===== config.mk =====
export PLATFORM = sky130hd
export DESIGN_NAME = backlight_smoothstep_fader_flat
export DESIGN_NICKNAME = d
export VERILOG_FILES = /design/src/design/bsf_pkg.sv /design/src/design/bsf_if.sv /design/src/design/backlight_smoothstep_fader.sv /design/src/flat_wrapper.sv
export SDC_FILE = /design/constraint.sdc
export NUM_CORES = 1
export LEC_CHECK = 0
export CAP_MARGIN = 20
export CORE_ASPECT_RATIO = 0.8
export CORE_UTILIZATION = 30
export CTS_CLUSTER_DIAMETER = 80
export CTS_CLUSTER_SIZE = 28
export DETAILED_ROUTE_END_ITERATION = 8
export DONT_BUFFER_PORTS = 1
export GPL_ROUTABILITY_DRIVEN = 1
export PLACE_DENSITY_LB_ADDON = 0.08
export SLEW_MARGIN = 20
export SYNTH_ARGS = -nofsm -noshare
export SYNTH_HDL_FRONTEND = slang
export SYNTH_SLANG_ARGS = --single-unit

===== constraint.sdc =====
create_clock -name i_clk -period 19.7 [get_ports i_clk]
set_clock_uncertainty 0.1 [all_clocks]
set_input_delay 1.97 -clock i_clk [delete_from_list [all_inputs] [get_ports i_clk]]
set_output_delay 1.97 -clock i_clk [all_outputs]
set_load 0.02 [all_outputs]

===== src/design/bsf_pkg.sv =====
// Shared widths, mode codes and the PWM gamma table of the backlight fader.
package bsf_pkg;

    // Field widths of the command and result transactions.
    localparam int MODE_W     = 2;
    localparam int LEVEL_IN_W = 8;
    localparam int MS_W       = 16;
    localparam int DUTY_W     = 8;
    localparam int LEVEL_W    = 7;

    // Brightness is a percentage.
    localparam logic [LEVEL_W-1:0] LEVEL_MAX = 7'd100;

    // Command codes carried in the mode field.
    localparam logic [MODE_W-1:0] MODE_TICK = 2'd0;
    localparam logic [MODE_W-1:0] MODE_SET  = 2'd1;
    localparam logic [MODE_W-1:0] MODE_FADE = 2'd2;

    // Quadratic gamma: duty = floor(level * level * 255 / 10000).
    typedef logic [DUTY_W-1:0] t_duty_lut [2**LEVEL_W];

    function automatic t_duty_lut build_duty_lut();
        t_duty_lut lut;
        for (int i = 0; i < 2**LEVEL_W; i++) begin
            lut[i] = DUTY_W'((i * i * 255) / 10000);
        end
        return lut;
    endfunction

    localparam t_duty_lut DUTY_LUT = build_duty_lut();

endpackage


===== src/design/bsf_if.sv =====
// Valid/ready channel interfaces for fader commands and results.
interface bsf_cmd_if
    import bsf_pkg::*;
();
    logic                  valid;
    logic                  ready;
    logic [MODE_W-1:0]     mode;
    logic [LEVEL_IN_W-1:0] level_value;
    logic [MS_W-1:0]       fade_ms;

    modport source (output valid, output mode, output level_value, output fade_ms,
                    input ready);
    modport sink   (input valid, input mode, input level_value, input fade_ms,
                    output ready);
endinterface

interface bsf_res_if
    import bsf_pkg::*;
();
    logic               valid;
    logic               ready;
    logic [DUTY_W-1:0]  pwm_duty;
    logic [LEVEL_W-1:0] brightness;
    logic               fading;

    modport source (output valid, output pwm_duty, output brightness, output fading,
                    input ready);
    modport sink   (input valid, input pwm_duty, input brightness, input fading,
                    output ready);
endinterface


===== src/design/backlight_smoothstep_fader.sv =====
// Backlight fader: smoothstep fades over a shared divider/multiplier sequencer.
//
//  Channel  Dir  Handshake                Fields
//  i_cmd    in   i_cmd.valid/i_cmd.ready  mode, level_value, fade_ms
//  o_res    out  o_res.valid/o_res.ready  pwm_duty, brightness, fading
//
// A command that needs no interpolation goes straight to the finish state (accept, then result).
// A tick during a fade runs the sequencer: a restoring divider produces one
// quotient bit per cycle, then one shared multiplier runs three products, the
// first two each followed by an operand setup state, the last by the blend.
// Synchronous active-low reset clears all fade state; there is no clearing pass.
// Commands are taken only while the sequencer is idle; a finished result waits
// in the output register while the next command is accepted.
module backlight_smoothstep_fader
    import bsf_pkg::*;
#(
    parameter int TIME_BITS = 16,
    parameter int FRAC_BITS = 16
) (
    input  logic         i_clk,
    input  logic         i_rst_n,
    bsf_cmd_if.sink      i_cmd,
    bsf_res_if.source    o_res
);

    localparam int MUL_W  = FRAC_BITS + 2;
    localparam int PROD_W = 2 * MUL_W;
    localparam int CNT_W  = $clog2(FRAC_BITS + 1);
    localparam int CMP_W  = (TIME_BITS > MS_W) ? TIME_BITS : MS_W;

    typedef enum logic [8:0] {
        S_IDLE  = 9'b000000001,
        S_DIV   = 9'b000000010,
        S_MUL1  = 9'b000000100,
        S_PREP2 = 9'b000001000,
        S_MUL2  = 9'b000010000,
        S_PREP3 = 9'b000100000,
        S_MUL3  = 9'b001000000,
        S_BLEND = 9'b010000000,
        S_FIN   = 9'b100000000
    } t_state;

    t_state               r_state,   n_state;
    logic [LEVEL_W-1:0]   r_level,   n_level;
    logic [LEVEL_W-1:0]   r_origin,  n_origin;
    logic [LEVEL_W-1:0]   r_goal,    n_goal;
    logic [TIME_BITS-1:0] r_elapsed, n_elapsed;
    logic [TIME_BITS-1:0] r_len,     n_len;
    logic [TIME_BITS-1:0] r_rem,     n_rem;
    logic [FRAC_BITS-1:0] r_quot,    n_quot;
    logic [CNT_W-1:0]     r_cnt,     n_cnt;
    logic [MUL_W-1:0]     r_op_a,    n_op_a;
    logic [MUL_W-1:0]     r_op_b,    n_op_b;
    logic [PROD_W-1:0]    r_prod,    n_prod;
    logic                 r_out_valid, n_out_valid;
    logic [LEVEL_W-1:0]   r_out_level, n_out_level;
    logic                 r_out_fading, n_out_fading;

    logic                 accept;
    logic [LEVEL_W-1:0]   pct;
    logic [TIME_BITS-1:0] ms_sat;
    logic [TIME_BITS-1:0] elapsed_inc;
    logic [TIME_BITS:0]   rem_dbl;
    logic                 rem_ge;
    logic [LEVEL_W-1:0]   delta;
    logic [PROD_W-1:0]    blend;

    assign accept = i_cmd.valid && i_cmd.ready;
    assign i_cmd.ready = (r_state == S_IDLE);

    // Clamp the requested level and saturate the duration to the timer width.
    assign pct = (i_cmd.level_value > LEVEL_IN_W'(LEVEL_MAX)) ? LEVEL_MAX
                                                               : i_cmd.level_value[LEVEL_W-1:0];
    assign ms_sat = (CMP_W'(i_cmd.fade_ms) > CMP_W'({TIME_BITS{1'b1}})) ? {TIME_BITS{1'b1}}
                                                                         : TIME_BITS'(CMP_W'(i_cmd.fade_ms));
    assign elapsed_inc = r_elapsed + TIME_BITS'(1);

    // One restoring division step: elapsed * 2^F / length, a bit per cycle.
    assign rem_dbl = {r_rem, 1'b0};
    assign rem_ge  = (rem_dbl >= {1'b0, r_len});

    // Magnitude of the fade swing, and the final blend toward the goal.
    assign delta = (r_goal >= r_origin) ? (r_goal - r_origin) : (r_origin - r_goal);
    assign blend = (r_goal >= r_origin)
                 ? (PROD_W'(r_origin) + (r_prod >> FRAC_BITS))
                 : (((PROD_W'(r_origin) << FRAC_BITS) - r_prod) >> FRAC_BITS);

    // Sequencer and datapath next-state logic.
    always_comb begin
        n_state      = r_state;
        n_level      = r_level;
        n_origin     = r_origin;
        n_goal       = r_goal;
        n_elapsed    = r_elapsed;
        n_len        = r_len;
        n_rem        = r_rem;
        n_quot       = r_quot;
        n_cnt        = r_cnt;
        n_op_a       = r_op_a;
        n_op_b       = r_op_b;
        n_prod       = r_prod;
        n_out_valid  = r_out_valid && !o_res.ready;
        n_out_level  = r_out_level;
        n_out_fading = r_out_fading;

        unique case (r_state)
            S_IDLE: begin
                if (accept) begin
                    n_state = S_FIN;
                    if (i_cmd.mode == MODE_TICK) begin
                        if (r_len != '0) begin
                            n_elapsed = elapsed_inc;
                            if (elapsed_inc >= r_len) begin
                                n_len   = '0;
                                n_level = r_goal;
                            end else begin
                                n_rem   = elapsed_inc;
                                n_quot  = '0;
                                n_cnt   = CNT_W'(FRAC_BITS);
                                n_state = S_DIV;
                            end
                        end
                    end else if (i_cmd.mode == MODE_SET ||
                                 (i_cmd.mode == MODE_FADE && i_cmd.fade_ms == '0)) begin
                        n_len   = '0;
                        n_level = pct;
                    end else if (i_cmd.mode == MODE_FADE) begin
                        n_origin  = r_level;
                        n_goal    = pct;
                        n_elapsed = '0;
                        n_len     = ms_sat;
                    end
                end
            end
            S_DIV: begin
                n_rem  = rem_ge ? TIME_BITS'(rem_dbl - {1'b0, r_len}) : TIME_BITS'(rem_dbl);
                n_quot = {r_quot[FRAC_BITS-2:0], rem_ge};
                n_cnt  = r_cnt - CNT_W'(1);
                if (r_cnt == CNT_W'(1)) begin
                    n_op_a  = MUL_W'({r_quot[FRAC_BITS-2:0], rem_ge});
                    n_op_b  = MUL_W'({r_quot[FRAC_BITS-2:0], rem_ge});
                    n_state = S_MUL1;
                end
            end
            S_MUL1: begin
                n_prod  = r_op_a * r_op_b;
                n_state = S_PREP2;
            end
            S_PREP2: begin
                // k^2 / 2^F in Q0.F times (3 - 2k) in Q2.F.
                n_op_a  = MUL_W'(r_prod >> FRAC_BITS);
                n_op_b  = (MUL_W'(3) << FRAC_BITS) - (MUL_W'(r_quot) << 1);
                n_state = S_MUL2;
            end
            S_MUL2: begin
                n_prod  = r_op_a * r_op_b;
                n_state = S_PREP3;
            end
            S_PREP3: begin
                n_op_a  = MUL_W'(r_prod >> FRAC_BITS);
                n_op_b  = MUL_W'(delta);
                n_state = S_MUL3;
            end
            S_MUL3: begin
                n_prod  = r_op_a * r_op_b;
                n_state = S_BLEND;
            end
            S_BLEND: begin
                n_level = (blend > PROD_W'(LEVEL_MAX)) ? LEVEL_MAX : blend[LEVEL_W-1:0];
                n_state = S_FIN;
            end
            S_FIN: begin
                if (!r_out_valid || o_res.ready) begin
                    n_out_valid  = 1'b1;
                    n_out_level  = r_level;
                    n_out_fading = (r_len != '0);
                    n_state      = S_IDLE;
                end
            end
            default: begin
                n_state = S_IDLE;
            end
        endcase
    end

    // State registers; control state and fade state clear on reset.
    always_ff @(posedge i_clk) begin
        if (!i_rst_n) begin
            r_state     <= S_IDLE;
            r_level     <= '0;
            r_origin    <= '0;
            r_goal      <= '0;
            r_elapsed   <= '0;
            r_len       <= '0;
            r_out_valid <= 1'b0;
        end else begin
            r_state     <= n_state;
            r_level     <= n_level;
            r_origin    <= n_origin;
            r_goal      <= n_goal;
            r_elapsed   <= n_elapsed;
            r_len       <= n_len;
            r_out_valid <= n_out_valid;
        end
    end

    // Datapath registers need no reset.
    always_ff @(posedge i_clk) begin
        r_rem        <= n_rem;
        r_quot       <= n_quot;
        r_cnt        <= n_cnt;
        r_op_a       <= n_op_a;
        r_op_b       <= n_op_b;
        r_prod       <= n_prod;
        r_out_level  <= n_out_level;
        r_out_fading <= n_out_fading;
    end

    // Result transaction.
    assign o_res.valid      = r_out_valid;
    assign o_res.brightness = r_out_level;
    assign o_res.fading     = r_out_fading;
    assign o_res.pwm_duty   = DUTY_LUT[r_out_level];

    // An active fade always has elapsed time short of its length.
    a_elapsed_in_range: assert property (@(posedge i_clk) disable iff (!i_rst_n)
        (r_len != '0) |-> (r_elapsed < r_len))
        else $error("fade elapsed time reached its length while still active");

    // Interpolated brightness never leaves the percent range.
    a_level_in_range: assert property (@(posedge i_clk) disable iff (!i_rst_n)
        o_res.valid |-> (o_res.brightness <= LEVEL_MAX))
        else $error("brightness above full scale");

    // A pending result is never dropped by the sequencer.
    a_result_held: assert property (@(posedge i_clk) disable iff (!i_rst_n)
        (r_out_valid && !o_res.ready) |=> r_out_valid)
        else $error("pending result lost");

    // The tick that completes a fade ends it and lands on the goal.
    a_fade_completes: assert property (@(posedge i_clk) disable iff (!i_rst_n)
        (accept && i_cmd.mode == MODE_TICK && r_len != '0 && elapsed_inc >= r_len)
        |=> (r_len == '0 && r_level == r_goal && r_state == S_FIN))
        else $error("final fade tick did not settle on the goal");

endmodule

===== src/flat_wrapper.sv =====
// flat-port wrapper written by rule: the top's interface ports become plain ports
module backlight_smoothstep_fader_flat import bsf_pkg::*;
#(
    parameter int TIME_BITS = 16,
    parameter int FRAC_BITS = 16
)
  (i_clk, i_rst_n, i_cmd_valid, i_cmd_mode, i_cmd_level_value, i_cmd_fade_ms, i_cmd_ready, o_res_valid, o_res_pwm_duty, o_res_brightness, o_res_fading, o_res_ready);
  bsf_cmd_if i_cmd_i ();
  bsf_res_if o_res_i ();
  input  logic i_clk;
  input  logic i_rst_n;
  input wire logic [$bits(i_cmd_i.valid)-1:0] i_cmd_valid;
  input wire logic [$bits(i_cmd_i.mode)-1:0] i_cmd_mode;
  input wire logic [$bits(i_cmd_i.level_value)-1:0] i_cmd_level_value;
  input wire logic [$bits(i_cmd_i.fade_ms)-1:0] i_cmd_fade_ms;
  output wire logic [$bits(i_cmd_i.ready)-1:0] i_cmd_ready;
  output wire logic [$bits(o_res_i.valid)-1:0] o_res_valid;
  output wire logic [$bits(o_res_i.pwm_duty)-1:0] o_res_pwm_duty;
  output wire logic [$bits(o_res_i.brightness)-1:0] o_res_brightness;
  output wire logic [$bits(o_res_i.fading)-1:0] o_res_fading;
  input wire logic [$bits(o_res_i.ready)-1:0] o_res_ready;
  assign i_cmd_i.valid = i_cmd_valid;
  assign i_cmd_i.mode = i_cmd_mode;
  assign i_cmd_i.level_value = i_cmd_level_value;
  assign i_cmd_i.fade_ms = i_cmd_fade_ms;
  assign i_cmd_ready = i_cmd_i.ready;
  assign o_res_valid = o_res_i.valid;
  assign o_res_pwm_duty = o_res_i.pwm_duty;
  assign o_res_brightness = o_res_i.brightness;
  assign o_res_fading = o_res_i.fading;
  assign o_res_i.ready = o_res_ready;
  backlight_smoothstep_fader #(.TIME_BITS(TIME_BITS), .FRAC_BITS(FRAC_BITS)) u_core (.i_clk(i_clk), .i_rst_n(i_rst_n), .i_cmd(i_cmd_i), .o_res(o_res_i));
endmodule

==> metrics.md <==
| Metric | Value |
|---|---|
| DR iter-0 viols | 1323 |
| Post-synth EDFFs | 117 |
| Hold WC Path Type | reg2reg |
| Die area | 75500 um^2 |
| Achievable Freq | 126 MHz |
| WL/cell | 19.0 um |
| Leakage power | 10.3 nW |
| Congestion Overflow GR | 0 |
| CORE AREA | 73600 um^2 |
| RSZ-0062 raised after global routing | no |
| Top_reg_cell synth | edfxtp_1 |
| Die Height | 246 um |
| Data required time of the worst path | 19810 ps |
| GRT Total Usage | 18.0% |
| Setup TNS | 0 ps |
| Post-DP Area | 23200 um^2 |
| Area delta synth->final | 6.73% |
| Final std cells w/o fill | 3467 |
| Worst path bufs/invs | 5 |
| Inst Count DP | 3435 |
| Post-DP HPWL | 50.7 mm |
| Setup Buffers After CTS | 0 |
| Worst-margin pin slew | 1060 ps |
| Async set-reset flop share out of synthesis | 0% |
| Port Buf Inserts | 0 |
| CTS tree | built |
| Avg Vias per Cell | 4.97 |
| Initial antenna violation count | 4 |
| PwrDens | 50.3 nW/um^2 |
| Max incr delay on CP | 1060 ps |
| Final setup viols | 0 |
| DR vias | 17200 |
| Resize count post-CTS | 0 |
| H-tree lvl count | 4 |
| Pre-CTS setup slack | 11840 ps |
| Fraction of layout cells with a size suffix above 1 | 3.37% |
| Site Rows | 89 |
| CP dominant cell by count | fa_1 |
| # IOs | 48 |
| Post-layout util | 32.3% |
| Initial Util | 30.3% |
| Worst-Skew Late Latency | 460 ps |
| Slowest CP cell | edfxtp_1 |
| Final Cycle Share | 40.2% |
| CTS Buffer Depth | 2 |
| Max_cap viols | 0 |
| Die width | 307 um |
| DRT Pass-1 Iters | 5 |
| Yosys cell types | 87 |
| Total number of yosys warnings | 0 |
| Outcome | finished, final reports clean |
| Critical path endpoint category | flop |
| Final min period | 7930 ps |
| Final #Nets | 2927 |
| Crit path DAT | 8040 ps |
| Diode count | 0 |
| Sequential area share after synthesis | 21.4% |
| Final WL | 65.9 mm |
| Post-Syn Instances | 2536 |
| CTS Root Cell | clkbuf_16 |
| First-pass GRT wire length | 104 mm |
| Cts bufs inserted | 17 |
| Crit path max-delay family | adder cells |
| VDD IR max | 0.0635 mV |
| Final worst setup slack | 11770 ps |
| Hold Vio Cnt, Final | 0 |
| Synth top area share | 23.3% |
| Pin count of the biggest net entering global routing | 50 |
| Synth Cell Area | 22300 um^2 |
| Clk pin slew, worst setup/hold paths | 80 ps |
| Fin area | 23800 um^2 |
| Vias in the first global route | 17400 |
| Top cells by area, synth | fa_1 (23%), edfxtp_1 (16%), ha_1 (10%) |
| Net Count, Synth | 3010 |
| Rel. slew slack | 28.3% |
| CTS Hold Bufs | 0 |
| Crit path launch type | flop |
| Cell Chain, Critical Path | nand2_1 -> fa_1 -> inv_1 -> fa_1 -> inv_1 -> fa_1 -> inv_1 -> fa_1 -> fa_1 -> inv_1 -> fa_1 -> inv_1 -> ha_1 -> and4_1 -> and3_1 -> a22o_1 -> a31oi_1 -> o31ai_1 -> a2111oi_0 -> o21ai_0 -> a21oi_1 -> xnor2_1 |
| GPL Wtd Cong | 0.817 |
| Clock sinks | 180 |
| Post-route ant nets | 0 |
| Final Total Pwr | 1.20 mW |
| WHS | 368 ps |
| Post-synth top area cell | fa_1 |
| Synth Area per Inst | 8.80 um^2 |
| Max Fanout on Critical Path | 18 |
| CP Class | reg2reg |
| Slew Viols, Final | 0 |
| # DRC | 0 |
| Register bit total from synthesis | 180 |
flip-flops by register name, indices dropped and copies added (netlist names):
register                 flops
u_core.r_prod               36
u_core.r_op_a               18
u_core.r_op_b               18
u_core.r_elapsed            16
u_core.r_len                16
u_core.r_quot               16
u_core.r_rem                16
u_core.r_state               9
u_core.o_res.brightness      7
u_core.r_goal                7
u_core.r_level               7
u_core.r_origin              7
u_core.r_cnt                 5
u_core.o_res.fading          1
u_core.o_res.valid           1
where the power goes:
group          switching [mW]  total [mW]  internal, mW
registers              0.0148       0.438         0.423
logic                   0.247       0.406         0.159
clock network           0.166       0.354         0.187
cells by family after synthesis:
logic type | Yosys count | share of synthesized area, %
buffers and inverters | 493 | 8.66
XOR/XNOR | 74 | 2.91
adder cells (fa/ha/maj) | 444 | 33.7
AO/OA/AOI/OAI | 439 | 12.5
AND/OR/NAND/NOR | 882 | 19.6
multiplexers | 24 | 1.30
flip-flops | 180 | 21.4
layer usage:
metal / routed length (um) / vias up / track usage [%]
met4: 537 / 6 / 2.54
met3: 3290 / 39 / 3.23
met2: 28400 / 339 / 26.8
li1: - / 8219 / -
met1: 33600 / 8621 / 27.2
met5: 42 / - / 0
cell usage after synthesis, types with 9 or more instances:
cell type  instances
a211oi_1          21
a21o_1            31
a21oi_1          147
a31oi_1           16
and2_1           159
and3_1            24
clkbuf_1          97
dfxtp_1           63
edfxtp_1         117
fa_1             260
ha_1             184
inv_1            373
mux2i_1           12
nand2_1          323
nand2b_1          26
nand3_1           49
nand4_1           13
nor2_1           141
nor2b_1           11
nor3_1            37
nor3b_1           14
nor4_1            22
o211ai_1          10
o21a_1            21
o21ai_0           92
o21ai_1           10
o21bai_1          13
o221ai_1           9
or3_1             25
xnor2_1           49
xor2_1            25
cell usage in the layout, fill, tap and decap left out, types with 25 or more instances in the layout:
| cell | count |
|---|---|
| a21o_1 | 31 |
| a21oi_1 | 145 |
| and2_1 | 159 |
| dfxtp_1 | 63 |
| edfxtp_1 | 117 |
| fa_1 | 260 |
| ha_1 | 184 |
| inv_1 | 373 |
| nand2_1 | 323 |
| nand2b_1 | 26 |
| nand3_1 | 49 |
| nor2_1 | 140 |
| nor3_1 | 37 |
| o21ai_0 | 91 |
| or3_1 | 25 |
| xnor2_1 | 49 |
| xor2_1 | 25 |
cell type report:
| cell class | instances | area (um^2) |
|---|---|---|
| clock buffers | 23 | 510 |
| clock inverters | 9 | 78.8 |
| fillers | 7658 | 49800 |
| inverters | 374 | 1400 |
| multi-input cells | 1863 | 15700 |
| flip-flops and latches | 180 | 4770 |
| well taps | 1001 | 1250 |
| repair buffers | 17 | 128 |
path summary, 6_finish.rpt:
kind	start	end	slack, ps	cells past startpoint
worst min register to register	u_core.r_level[2]$_SDFFE_PN0P_	u_core.o_res.brightness[2]$_DFFE_PP_	370	0
worst max register to register	u_core.r_op_b[9]$_DFFE_PP_	u_core.r_prod[35]$_DFFE_PP_	11770	22
worst max-delay path	u_core.r_op_b[9]$_DFFE_PP_	u_core.r_prod[35]$_DFFE_PP_	11770	22
worst min-delay path	u_core.r_level[2]$_SDFFE_PN0P_	u_core.o_res.brightness[2]$_DFFE_PP_	370	0
(Power assumes the default switching activity.)
